==> src/rtl/core/vri_pkg.sv <==
// ----------------------------------------------------------------------------
// vri_pkg
// Types, codes and constants shared by the video register interface.
// ----------------------------------------------------------------------------
package vri_pkg;

  localparam int VRI_OBJECT_BYTES = 256;
  localparam int VRI_OBJ_PTR_W    = 8;

  // access opcodes
  typedef enum logic [1:0] {
    OP_READ      = 2'd0,
    OP_WRITE     = 2'd1,
    OP_VBL_START = 2'd2,
    OP_VBL_END   = 2'd3
  } vri_op_t;

  // register indexes
  localparam logic [2:0] REG_CTRL     = 3'd0;
  localparam logic [2:0] REG_MASK     = 3'd1;
  localparam logic [2:0] REG_STATUS   = 3'd2;
  localparam logic [2:0] REG_OAM_ADDR = 3'd3;
  localparam logic [2:0] REG_OAM_DATA = 3'd4;
  localparam logic [2:0] REG_SCROLL   = 3'd5;
  localparam logic [2:0] REG_ADDR     = 3'd6;
  localparam logic [2:0] REG_DATA     = 3'd7;

  // chip variants
  localparam logic [2:0] VAR_EARLY = 3'd1;
  localparam logic [2:0] VAR_ARC1  = 3'd3;
  localparam logic [2:0] VAR_ARC2  = 3'd4;
  localparam logic [2:0] VAR_ARC3  = 3'd5;
  localparam logic [2:0] VAR_ARC4  = 3'd6;

  // fixed status low bits on arcade parts
  localparam logic [7:0] STAT_LOW_A = 8'h1b;
  localparam logic [7:0] STAT_LOW_B = 8'h3d;
  localparam logic [7:0] STAT_LOW_C = 8'h1c;

  // bus write codes
  localparam logic [1:0] BUS_NONE = 2'd0;
  localparam logic [1:0] BUS_MEM  = 2'd1;
  localparam logic [1:0] BUS_PAL  = 2'd2;

  localparam logic [13:0] PAL_BASE = 14'h3f00;

  typedef struct packed {
    logic [1:0] opcode;
    logic [2:0] reg_index;
    logic [7:0] write_data;
    logic       rendering_busy;
    logic       sprite_zero_hit;
    logic       sprite_overflow;
    logic [7:0] memory_data;
    logic [5:0] palette_data;
  } vri_item_t;

  typedef struct packed {
    logic [7:0]  read_data;
    logic        nmi_line;
    logic [13:0] bus_address;
    logic [1:0]  bus_write;
    logic        bus_read_taken;
    logic [3:0]  control_flags;
    logic [7:0]  mask_bits;
    logic [14:0] temp_address;
    logic [14:0] vram_address;
    logic [2:0]  fine_x;
    logic [7:0]  object_address;
  } vri_result_t;

  typedef struct packed {
    logic                     en;
    logic [VRI_OBJ_PTR_W-1:0] addr;
    logic [7:0]               data;
  } vri_obj_wr_t;

endpackage

==> src/rtl/core/vri_if.sv <==
// ----------------------------------------------------------------------------
// vri_if
// Valid/ready channel interfaces for items, results and configuration.
// ----------------------------------------------------------------------------
interface vri_in_if;
  logic       valid;
  logic       ready;
  logic [1:0] opcode;
  logic [2:0] reg_index;
  logic [7:0] write_data;
  logic       rendering_busy;
  logic       sprite_zero_hit;
  logic       sprite_overflow;
  logic [7:0] memory_data;
  logic [5:0] palette_data;

  modport source (output valid, opcode, reg_index, write_data, rendering_busy,
                  sprite_zero_hit, sprite_overflow, memory_data, palette_data,
                  input ready);
  modport sink (input valid, opcode, reg_index, write_data, rendering_busy,
                sprite_zero_hit, sprite_overflow, memory_data, palette_data,
                output ready);
endinterface

interface vri_out_if;
  logic        valid;
  logic        ready;
  logic [7:0]  read_data;
  logic        nmi_line;
  logic [13:0] bus_address;
  logic [1:0]  bus_write;
  logic        bus_read_taken;
  logic [3:0]  control_flags;
  logic [7:0]  mask_bits;
  logic [14:0] temp_address;
  logic [14:0] vram_address;
  logic [2:0]  fine_x;
  logic [7:0]  object_address;

  modport source (output valid, read_data, nmi_line, bus_address, bus_write,
                  bus_read_taken, control_flags, mask_bits, temp_address,
                  vram_address, fine_x, object_address, input ready);
  modport sink (input valid, read_data, nmi_line, bus_address, bus_write,
                bus_read_taken, control_flags, mask_bits, temp_address,
                vram_address, fine_x, object_address, output ready);
endinterface

interface vri_cfg_if;
  logic       valid;
  logic       ready;
  logic [2:0] chip_variant;

  modport source (output valid, chip_variant, input ready);
  modport sink (input valid, chip_variant, output ready);
endinterface

==> src/rtl/core/vri_obj_mem.sv <==
// ----------------------------------------------------------------------------
// vri_obj_mem
// Object memory: one write port, one read port with registered data.
// ----------------------------------------------------------------------------
module vri_obj_mem import vri_pkg::*; #(
  parameter int OBJECT_BYTES = VRI_OBJECT_BYTES,
  parameter int ADDR_W       = $clog2(OBJECT_BYTES)
) (
  input  logic              clk,
  input  logic              wr_en,
  input  logic [ADDR_W-1:0] wr_addr,
  input  logic [7:0]        wr_data,
  input  logic [ADDR_W-1:0] rd_addr,
  output logic [7:0]        rd_data_r
);

  logic [7:0] mem [OBJECT_BYTES];

  always_ff @(posedge clk) begin
    if (wr_en) begin
      mem[wr_addr] <= wr_data;
    end
    rd_data_r <= mem[rd_addr];
  end

endmodule

==> src/rtl/core/vri_core.sv <==
// ----------------------------------------------------------------------------
// vri_core
// Register state and the combinational update for one bus item.
// ----------------------------------------------------------------------------
module vri_core import vri_pkg::*; (
  input  logic                     clk,
  input  logic                     rst_n,
  input  logic                     go,
  input  vri_item_t                item,
  input  logic [2:0]               chip_variant,
  input  logic [7:0]               obj_rdata,
  output logic [VRI_OBJ_PTR_W-1:0] obj_raddr,
  output vri_obj_wr_t              obj_wr,
  output vri_result_t              res
);

  logic [7:0]               latch_r, latch_nxt;
  logic [7:0]               rbuf_r, rbuf_nxt;
  logic [14:0]              cur_r, cur_nxt;
  logic [14:0]              tmp_r, tmp_nxt;
  logic [2:0]               fine_r, fine_nxt;
  logic                     second_r, second_nxt;
  logic [7:0]               ctrl_r, ctrl_nxt;
  logic [7:0]               mask_r, mask_nxt;
  logic                     vbl_r, vbl_nxt;
  logic                     nmi_hold_r, nmi_hold_nxt;
  logic [VRI_OBJ_PTR_W-1:0] ptr_r, ptr_nxt;

  logic [7:0]  rd;
  logic [1:0]  bwrite;
  logic        taken;
  logic        access;
  logic [13:0] acc_addr;
  logic [14:0] step;
  logic [2:0]  reg_sel;

  always_comb begin
    latch_nxt    = latch_r;
    rbuf_nxt     = rbuf_r;
    cur_nxt      = cur_r;
    tmp_nxt      = tmp_r;
    fine_nxt     = fine_r;
    second_nxt   = second_r;
    ctrl_nxt     = ctrl_r;
    mask_nxt     = mask_r;
    vbl_nxt      = vbl_r;
    nmi_hold_nxt = nmi_hold_r;
    ptr_nxt      = ptr_r;
    rd           = 8'd0;
    bwrite       = BUS_NONE;
    taken        = 1'b0;
    access       = 1'b0;
    acc_addr     = cur_r[13:0];
    step         = ctrl_r[2] ? 15'd32 : 15'd1;
    reg_sel      = item.reg_index;
    obj_wr       = '0;

    if (go) begin
      case (item.opcode)
        OP_READ: begin
          case (item.reg_index)
            REG_STATUS: begin
              rd[7:6] = {vbl_r, item.sprite_zero_hit};
              case (chip_variant)
                VAR_ARC1, VAR_ARC4: rd = rd | STAT_LOW_A;
                VAR_ARC2: rd = rd | STAT_LOW_B;
                VAR_ARC3: rd = rd | STAT_LOW_C;
                default: rd[5:0] = {item.sprite_overflow, latch_r[4:0]};
              endcase
              second_nxt   = 1'b0;
              nmi_hold_nxt = 1'b0;
              vbl_nxt      = 1'b0;
            end
            REG_OAM_DATA: begin
              if (chip_variant != VAR_EARLY) begin
                latch_nxt = obj_rdata;
              end
              rd = latch_nxt;
            end
            REG_DATA: begin
              if (!item.rendering_busy) begin
                access = 1'b1;
                // palette reads bypass the buffer but keep the top latch bits
                if (acc_addr < PAL_BASE) begin
                  latch_nxt = rbuf_r;
                end else begin
                  latch_nxt = {latch_r[7:6], item.palette_data};
                end
                rbuf_nxt = item.memory_data;
                taken    = 1'b1;
                cur_nxt  = cur_r + step;
                rd       = latch_nxt;
              end
            end
            default: rd = latch_r;
          endcase
        end
        OP_WRITE: begin
          latch_nxt = item.write_data;
          // arcade parts swap control and mask
          if (chip_variant >= VAR_ARC1 && reg_sel[2:1] == 2'b00) begin
            reg_sel[0] = ~reg_sel[0];
          end
          case (reg_sel)
            REG_CTRL: begin
              ctrl_nxt        = item.write_data;
              tmp_nxt[11:10]  = item.write_data[1:0];
            end
            REG_MASK: mask_nxt = item.write_data;
            REG_OAM_ADDR: ptr_nxt = item.write_data;
            REG_OAM_DATA: begin
              obj_wr.en   = 1'b1;
              obj_wr.addr = ptr_r;
              obj_wr.data = item.write_data;
              ptr_nxt     = ptr_r + 1'b1;
            end
            REG_SCROLL: begin
              if (!second_r) begin
                fine_nxt     = item.write_data[2:0];
                tmp_nxt[4:0] = item.write_data[7:3];
              end else begin
                tmp_nxt[14:12] = item.write_data[2:0];
                tmp_nxt[9:5]   = item.write_data[7:3];
              end
              second_nxt = ~second_r;
            end
            REG_ADDR: begin
              if (!second_r) begin
                tmp_nxt[14]   = 1'b0;
                tmp_nxt[13:8] = item.write_data[5:0];
              end else begin
                tmp_nxt[7:0] = item.write_data;
                cur_nxt      = tmp_nxt;
              end
              second_nxt = ~second_r;
            end
            REG_DATA: begin
              if (!item.rendering_busy) begin
                access  = 1'b1;
                bwrite  = (acc_addr < PAL_BASE) ? BUS_MEM : BUS_PAL;
                cur_nxt = cur_r + step;
              end
            end
            default: ;
          endcase
        end
        OP_VBL_START: begin
          vbl_nxt      = 1'b1;
          nmi_hold_nxt = 1'b1;
        end
        default: begin
          vbl_nxt      = 1'b0;
          nmi_hold_nxt = 1'b0;
        end
      endcase
    end
  end

  always_ff @(posedge clk) begin
    if (!rst_n) begin
      latch_r    <= '0;
      rbuf_r     <= '0;
      cur_r      <= '0;
      tmp_r      <= '0;
      fine_r     <= '0;
      second_r   <= 1'b0;
      ctrl_r     <= '0;
      mask_r     <= '0;
      vbl_r      <= 1'b0;
      nmi_hold_r <= 1'b0;
      ptr_r      <= '0;
    end else begin
      latch_r    <= latch_nxt;
      rbuf_r     <= rbuf_nxt;
      cur_r      <= cur_nxt;
      tmp_r      <= tmp_nxt;
      fine_r     <= fine_nxt;
      second_r   <= second_nxt;
      ctrl_r     <= ctrl_nxt;
      mask_r     <= mask_nxt;
      vbl_r      <= vbl_nxt;
      nmi_hold_r <= nmi_hold_nxt;
      ptr_r      <= ptr_nxt;
    end
  end

  // read ahead at the pointer the next item will see
  assign obj_raddr = ptr_nxt;

  always_comb begin
    res.read_data      = rd;
    res.nmi_line       = ctrl_nxt[7] & nmi_hold_nxt & vbl_nxt;
    res.bus_address    = access ? acc_addr : cur_nxt[13:0];
    res.bus_write      = bwrite;
    res.bus_read_taken = taken;
    res.control_flags  = ctrl_nxt[6:3];
    res.mask_bits      = mask_nxt;
    res.temp_address   = tmp_nxt;
    res.vram_address   = cur_nxt;
    res.fine_x         = fine_nxt;
    res.object_address = ptr_nxt;
  end

endmodule

==> src/rtl/core/video_register_interface.sv <==
// An accepted item passes the input register, the core update and the result register.
// Throughput: one item per cycle while out_chan.ready does not stall the result register.
// The object-memory read port is fed from the next pointer value, ready for the next item.
// Reset (rst_n low, synchronous): valid flags, variant and core state clear to zero;
// payload registers and object memory are not cleared; they hold unknown data until written.
// ----------------------------------------------------------------------------
// video_register_interface
// CPU register file of a tile video processor with scroll/address latches.
// ----------------------------------------------------------------------------
module video_register_interface import vri_pkg::*; #(
  parameter int OBJECT_BYTES = VRI_OBJECT_BYTES
) (
  input  logic        clk,
  input  logic        rst_n,
  vri_in_if.sink      in_chan,
  vri_out_if.source   out_chan,
  vri_cfg_if.sink     cfg_chan
);

  localparam int ADDR_W = $clog2(OBJECT_BYTES);

  logic                     in_vld_r;
  vri_item_t                in_item_r;
  logic                     out_vld_r;
  vri_result_t              out_res_r;
  logic [2:0]               variant_r;
  logic                     advance;
  vri_result_t              res;
  vri_obj_wr_t              obj_wr;
  logic [VRI_OBJ_PTR_W-1:0] obj_raddr;
  logic [7:0]               obj_rdata;

  assign advance       = in_vld_r && (!out_vld_r || out_chan.ready);
  assign in_chan.ready = !in_vld_r || advance;
  assign cfg_chan.ready = 1'b1;

  always_ff @(posedge clk) begin
    if (!rst_n) begin
      in_vld_r  <= 1'b0;
      out_vld_r <= 1'b0;
      variant_r <= '0;
    end else begin
      if (in_chan.ready) begin
        in_vld_r <= in_chan.valid;
      end
      if (advance) begin
        out_vld_r <= 1'b1;
      end else if (out_chan.ready) begin
        out_vld_r <= 1'b0;
      end
      if (cfg_chan.valid) begin
        variant_r <= cfg_chan.chip_variant;
      end
    end
  end

  // payload registers: load on acceptance / advance
  always_ff @(posedge clk) begin
    if (in_chan.valid && in_chan.ready) begin
      in_item_r <= '{opcode:          in_chan.opcode,
                     reg_index:       in_chan.reg_index,
                     write_data:      in_chan.write_data,
                     rendering_busy:  in_chan.rendering_busy,
                     sprite_zero_hit: in_chan.sprite_zero_hit,
                     sprite_overflow: in_chan.sprite_overflow,
                     memory_data:     in_chan.memory_data,
                     palette_data:    in_chan.palette_data};
    end
    if (advance) begin
      out_res_r <= res;
    end
  end

  vri_core u_core (
    .clk          (clk),
    .rst_n        (rst_n),
    .go           (advance),
    .item         (in_item_r),
    .chip_variant (variant_r),
    .obj_rdata    (obj_rdata),
    .obj_raddr    (obj_raddr),
    .obj_wr       (obj_wr),
    .res          (res)
  );

  vri_obj_mem #(
    .OBJECT_BYTES (OBJECT_BYTES),
    .ADDR_W       (ADDR_W)
  ) u_obj_mem (
    .clk       (clk),
    .wr_en     (obj_wr.en),
    .wr_addr   (obj_wr.addr[ADDR_W-1:0]),
    .wr_data   (obj_wr.data),
    .rd_addr   (obj_raddr[ADDR_W-1:0]),
    .rd_data_r (obj_rdata)
  );

  assign out_chan.valid          = out_vld_r;
  assign out_chan.read_data      = out_res_r.read_data;
  assign out_chan.nmi_line       = out_res_r.nmi_line;
  assign out_chan.bus_address    = out_res_r.bus_address;
  assign out_chan.bus_write      = out_res_r.bus_write;
  assign out_chan.bus_read_taken = out_res_r.bus_read_taken;
  assign out_chan.control_flags  = out_res_r.control_flags;
  assign out_chan.mask_bits      = out_res_r.mask_bits;
  assign out_chan.temp_address   = out_res_r.temp_address;
  assign out_chan.vram_address   = out_res_r.vram_address;
  assign out_chan.fine_x         = out_res_r.fine_x;
  assign out_chan.object_address = out_res_r.object_address;

endmodule
==> src/flat_wrapper.sv <==
// flat-port wrapper written by rule: the top's interface ports become plain ports
module video_register_interface_flat import vri_pkg::*;
#(
  parameter int OBJECT_BYTES = VRI_OBJECT_BYTES
)
  (clk, rst_n, in_chan_valid, in_chan_opcode, in_chan_reg_index, in_chan_write_data, in_chan_rendering_busy, in_chan_sprite_zero_hit, in_chan_sprite_overflow, in_chan_memory_data, in_chan_palette_data, in_chan_ready, out_chan_valid, out_chan_read_data, out_chan_nmi_line, out_chan_bus_address, out_chan_bus_write, out_chan_bus_read_taken, out_chan_control_flags, out_chan_mask_bits, out_chan_temp_address, out_chan_vram_address, out_chan_fine_x, out_chan_object_address, out_chan_ready, cfg_chan_valid, cfg_chan_chip_variant, cfg_chan_ready);
  vri_in_if in_chan_i ();
  vri_out_if out_chan_i ();
  vri_cfg_if cfg_chan_i ();
  input  logic clk;
  input  logic rst_n;
  input wire logic [$bits(in_chan_i.valid)-1:0] in_chan_valid;
  input wire logic [$bits(in_chan_i.opcode)-1:0] in_chan_opcode;
  input wire logic [$bits(in_chan_i.reg_index)-1:0] in_chan_reg_index;
  input wire logic [$bits(in_chan_i.write_data)-1:0] in_chan_write_data;
  input wire logic [$bits(in_chan_i.rendering_busy)-1:0] in_chan_rendering_busy;
  input wire logic [$bits(in_chan_i.sprite_zero_hit)-1:0] in_chan_sprite_zero_hit;
  input wire logic [$bits(in_chan_i.sprite_overflow)-1:0] in_chan_sprite_overflow;
  input wire logic [$bits(in_chan_i.memory_data)-1:0] in_chan_memory_data;
  input wire logic [$bits(in_chan_i.palette_data)-1:0] in_chan_palette_data;
  output wire logic [$bits(in_chan_i.ready)-1:0] in_chan_ready;
  output wire logic [$bits(out_chan_i.valid)-1:0] out_chan_valid;
  output wire logic [$bits(out_chan_i.read_data)-1:0] out_chan_read_data;
  output wire logic [$bits(out_chan_i.nmi_line)-1:0] out_chan_nmi_line;
  output wire logic [$bits(out_chan_i.bus_address)-1:0] out_chan_bus_address;
  output wire logic [$bits(out_chan_i.bus_write)-1:0] out_chan_bus_write;
  output wire logic [$bits(out_chan_i.bus_read_taken)-1:0] out_chan_bus_read_taken;
  output wire logic [$bits(out_chan_i.control_flags)-1:0] out_chan_control_flags;
  output wire logic [$bits(out_chan_i.mask_bits)-1:0] out_chan_mask_bits;
  output wire logic [$bits(out_chan_i.temp_address)-1:0] out_chan_temp_address;
  output wire logic [$bits(out_chan_i.vram_address)-1:0] out_chan_vram_address;
  output wire logic [$bits(out_chan_i.fine_x)-1:0] out_chan_fine_x;
  output wire logic [$bits(out_chan_i.object_address)-1:0] out_chan_object_address;
  input wire logic [$bits(out_chan_i.ready)-1:0] out_chan_ready;
  input wire logic [$bits(cfg_chan_i.valid)-1:0] cfg_chan_valid;
  input wire logic [$bits(cfg_chan_i.chip_variant)-1:0] cfg_chan_chip_variant;
  output wire logic [$bits(cfg_chan_i.ready)-1:0] cfg_chan_ready;
  assign in_chan_i.valid = in_chan_valid;
  assign in_chan_i.opcode = in_chan_opcode;
  assign in_chan_i.reg_index = in_chan_reg_index;
  assign in_chan_i.write_data = in_chan_write_data;
  assign in_chan_i.rendering_busy = in_chan_rendering_busy;
  assign in_chan_i.sprite_zero_hit = in_chan_sprite_zero_hit;
  assign in_chan_i.sprite_overflow = in_chan_sprite_overflow;
  assign in_chan_i.memory_data = in_chan_memory_data;
  assign in_chan_i.palette_data = in_chan_palette_data;
  assign in_chan_ready = in_chan_i.ready;
  assign out_chan_valid = out_chan_i.valid;
  assign out_chan_read_data = out_chan_i.read_data;
  assign out_chan_nmi_line = out_chan_i.nmi_line;
  assign out_chan_bus_address = out_chan_i.bus_address;
  assign out_chan_bus_write = out_chan_i.bus_write;
  assign out_chan_bus_read_taken = out_chan_i.bus_read_taken;
  assign out_chan_control_flags = out_chan_i.control_flags;
  assign out_chan_mask_bits = out_chan_i.mask_bits;
  assign out_chan_temp_address = out_chan_i.temp_address;
  assign out_chan_vram_address = out_chan_i.vram_address;
  assign out_chan_fine_x = out_chan_i.fine_x;
  assign out_chan_object_address = out_chan_i.object_address;
  assign out_chan_i.ready = out_chan_ready;
  assign cfg_chan_i.valid = cfg_chan_valid;
  assign cfg_chan_i.chip_variant = cfg_chan_chip_variant;
  assign cfg_chan_ready = cfg_chan_i.ready;
  video_register_interface #(.OBJECT_BYTES(OBJECT_BYTES)) u_core (.clk(clk), .rst_n(rst_n), .in_chan(in_chan_i), .out_chan(out_chan_i), .cfg_chan(cfg_chan_i));
endmodule
==> config.mk <==
export PLATFORM = sky130hd
export DESIGN_NAME = video_register_interface_flat
export DESIGN_NICKNAME = d
export VERILOG_FILES = /design/src/rtl/core/vri_pkg.sv /design/src/rtl/core/vri_if.sv /design/src/rtl/core/vri_obj_mem.sv /design/src/rtl/core/vri_core.sv /design/src/rtl/core/video_register_interface.sv /design/src/flat_wrapper.sv
export SDC_FILE = /design/constraint.sdc
export NUM_CORES = 2
export LEC_CHECK = 0
export BUFFER_PORTS_ARGS = -buffer_cell sky130_fd_sc_hd__buf_2
export CAP_MARGIN = 20
export CORE_UTILIZATION = 63
export CTS_BUF_LIST = sky130_fd_sc_hd__clkbuf_16
export CTS_CLUSTER_DIAMETER = 40
export CTS_CLUSTER_SIZE = 20
export DETAILED_ROUTE_END_ITERATION = 6
export PLACE_DENSITY = 0.86
export SYNTH_ARGS = -nofsm -noshare
export SYNTH_HDL_FRONTEND = slang
export SYNTH_HIERARCHICAL = 1
export SYNTH_SLANG_ARGS = --single-unit
==> constraint.sdc <==
create_clock -name clk -period 18.1 [get_ports clk]
set_input_delay 0 -clock clk [delete_from_list [all_inputs] [get_ports clk]]
set_output_delay 0 -clock clk [all_outputs]
set_load 0.01 [all_outputs]
==> metrics.md <==
| Metric | Value |
|---|---|
| Status | complete, no violations |
| Initial core utilization | 63.6% |
| Row Count | 137 |
| GR Overflow Total | 0 |
| Hold WS | 0.314 ns |
| Max Clk Rate | 126 MHz |
| Routed WL | 248000 um |
| Peak supply drop | 0.0935 mV |
| Post-synth top area cell | edfxtp_1 |
| Post-synthesis mux area share | 13.7% |
| Tot GR Track Use | 34.9% |
| Clock-pin transition on the worst setup and hold timing paths | 0.07 ns |
| Detailed placement HPWL | 131000 um |
| Non-Filler Instances | 6884 |
| Top post-synthesis cells by area | edfxtp_1 (73%), mux4_2 (12%), dfxtp_1 (2.0%) |
| CTS buffer count | 209 |
| Yosys cell types | 99 |
| Synth Area in XOR/XNOR | 0.117% |
| Setup Skew | 0.0500 ns |
| TNS Setup | 0 ns |
| Slew Viols, Final | 0 |
| Largest net degree at the start of global routing | 257 |
| 1st-iter DRT viols | 9269 |
| Boundary Pins | 120 |
| Synthesized area | 88900 um^2 |
| First-pass GRT wire length | 352000 um |
| Synth top area share | 72.9% |
| Post-synth EDFFs | 2157 |
| Htree depth | 4 |
| Main combinational cell family by area after synthesis | multiplexers |
| Slew headroom | 6.22% |
| Post-cts resize count | 0 |
| Placed cells | 6393 |
| CTS root buffer | clkbuf_16 |
| CTS tree | built |
| Final worst-path cycle share | 43.9% |
| Worst hold path class | in -> reg |
| Synth Flop Type | edfxtp_1 |
| Post-layout net count | 4857 |
| Seq cells post-synth | 2244 |
| RSZ-0062 raised after global routing | no |
| Die Ht | 378 um |
| Die W | 378 um |
| Setup bufs post-CTS | 0 |
| Max Cap Viol | 0 |
| Worst Setup Start Kind | register |
| # hold bufs at CTS | 78 |
| Final hold vios | 0 |
| Core area | 140000 um^2 |
| Final Critical Period | 7.94 ns |
| CP arrival | 8.65 ns |
| Crit Path Category | reg -> reg |
| Synth Area in Adders | 0.0563% |
| Post-Syn Instances | 4632 |
| Number of vias per cell | 7.42 |
| Worst slew pin tran | 1.41 ns |
| Setup Viol. Count Final | 0 |
| Avg Cell Area, Syn | 19.2 um^2 |
| # fillers | 7318 |
| Async set-reset flop share out of synthesis | 0% |
| Syn nets | 4674 |
| Drt wl/cell | 36.0 um |
| Initial antenna violation count | 8 |
| DR vias | 51.1k |
| Clk Latency, worst-skew pair | 0.88 ns |
| Register area share after synthesis | 74.9% |
| Critical Path Sink Type | register |
| Total power | 0.0105 W |
| Share of cells above drive strength 1 | 22.7% |
| I/O Buffers | 118 |
| DRC Markers | 0 |
| Compound-Gate Fraction of Synth Area | 4.99% |
| P_leak | 26.4 nW |
| Area Growth Syn to Fin | 11.7% |
| Vias in the first global route | 50.2k |
| Simple-Gate Fraction of Synth Area | 4.10% |
| Clock buffer depth | 3 |
| Placer Congestion | 0.926 |
| Critical path fanouts, max | 96 |
| Worst EP required | 18.81 ns |
| Drt pass-1 iters | 7 |
| Ys Warns | 6 |
| Final WS setup | 10.16 ns |
| Pwr Density | 106 nW/um^2 |
| DP Worst Slack | 10.63 ns |
| Die area | 143000 um^2 |
| Clk sinks | 2244 |
| Antenna-violating nets left | 0 |
cell families (layout without fill, tap and decap cells):
kind of cell / count (synthesis) / after routing
flops: 2244 / 2244
compound gates: 640 / 640
xor+xnor: 11 / 11
mux: 640 / 640
fa+ha+maj: 4 / 4
simple gates: 756 / 756
buf+inv: 336 / 705
other cells: 1 / 8
critical path: stages, from the launching register on:
cell      delay (ns)
edfxtp_1        0.86
or3b_1          0.83
nor2_1          0.23
a21oi_1         0.09
o21ai_4         0.55
buf_12          0.63
buf_12          0.64
buf_4           0.65
mux4_2          0.62
a221oi_1        1.02
o221ai_1        0.34
a211oi_1        0.98
nor4_1          0.14
state kept, by name, indices dropped and copies added (netlist names), 2 cells and up:
signal                          flops
u_core/u_obj_mem/mem             2048
u_core/in_item_r                   30
u_core/out_chan.temp_address       15
u_core/out_chan.vram_address       15
u_core/u_core/cur_r                15
u_core/u_core/tmp_r                15
u_core/out_chan.bus_address        14
u_core/out_chan.mask_bits           8
u_core/out_chan.object_address      8
u_core/out_chan.read_data           8
u_core/u_core/latch_r               8
u_core/u_core/mask_r                8
u_core/u_core/ptr_r                 8
u_core/u_core/rbuf_r                8
u_core/u_obj_mem/rd_data_r          8
u_core/u_core/ctrl_r                6
u_core/out_chan.control_flags       4
u_core/out_chan.fine_x              3
u_core/u_core/fine_r                3
u_core/variant_r                    3
u_core/out_chan.bus_write           2
through the flow:
| step | instance area, um^2 | util [%] |
|---|---|---|
| final | 99300 | 71.1 |
| after global routing | 99300 | 71.1 |
| after CTS | 99100 | 71.0 |
| after detailed placement | 90800 | 65.0 |
| after global placement | 90800 | 65.0 |
| after floorplan | 88900 | - |
where the power goes:
part	switching, W	internal [W]	leakage, nW
clock network	0.00222	0.00251	3.67
logic	0.0000945	0.0000565	5.87
registers	0.0000156	0.00562	16.8
cell type report:
| class | count | area, um^2 | area share (%) |
|---|---|---|---|
| repair buffers | 293 | 2250 | 2.26 |
| diodes | 7 | 17.5 | 0.0176 |
| well taps | 1876 | 2350 | 2.36 |
| flip-flops and latches | 2244 | 66500 | 67.0 |
| clock inverters | 187 | 2260 | 2.28 |
| clock buffers | 210 | 5260 | 5.29 |
| inverters | 15 | 56.3 | 0.0567 |
| multi-input cells | 2052 | 20600 | 20.7 |
path summary, 6_finish.rpt:
check                       start                             to  slack, ns  depth (start not counted)
min reg2reg  u_core/in_item_r[12]        u_core/u_core/rbuf_r[6]       0.49                          2
max reg2reg  u_core/in_item_r[27]  u_core/u_obj_mem/rd_data_r[3]      10.16                         12
min                out_chan_ready           u_core/in_item_r[12]       0.31                          4
max          u_core/in_item_r[27]  u_core/u_obj_mem/rd_data_r[3]      10.16                         12
cells in the final DEF, fill, tap and decap left out, drive strengths merged, types with 46 or more instances in the layout:
master,netlist,routed
nor2,336,336
mux2i,164,164
nand3,60,60
buf,172,215
o221ai,50,50
a21oi,157,157
edfxtp,2157,2157
and2,52,52
o21ai,76,76
mux4,456,456
clkbuf,149,210
nand2,107,107
dlygate4sd3,0,78
clkinv,1,73
a22oi,156,156
inv,14,99
dfxtp,87,87
nor2b,46,46
per-layer routing:
layer	global-route usage, %	share of wire (%)	up-vias
met3	9.74	14	1190
met5	0	0.042	-
met1	44.4	32	25214
li1	-	-	19421
met2	53.7	46	5276
met4	21.4	7.7	8
cell usage after synthesis (all sizes together) (4+ instances only):
cell type and n:
nand4 16, o211ai 12, mux4 456, a21oi 157, inv 14, o221ai 50
a221oi 25, nand2b 13, a211oi 25, o32ai 7, a22o 18, or2 5
mux2i 164, nand3 60, xnor2 5, xor2 6, and2 52, nor3 37
dfxtp 87, a2111oi 6, nor2 336, nor4 34, o21ai 76, and3 24
a31oi 18, nor3b 7, clkbuf 149, nand2 107, nor2b 46, a21boi 4
buf 172, a22oi 156, a2bb2oi 6, o22a 8, ha 4, edfxtp 2157
o22ai 37, mux2 20, o221a 4
Note: power is estimated with default switching activity, not from simulation.
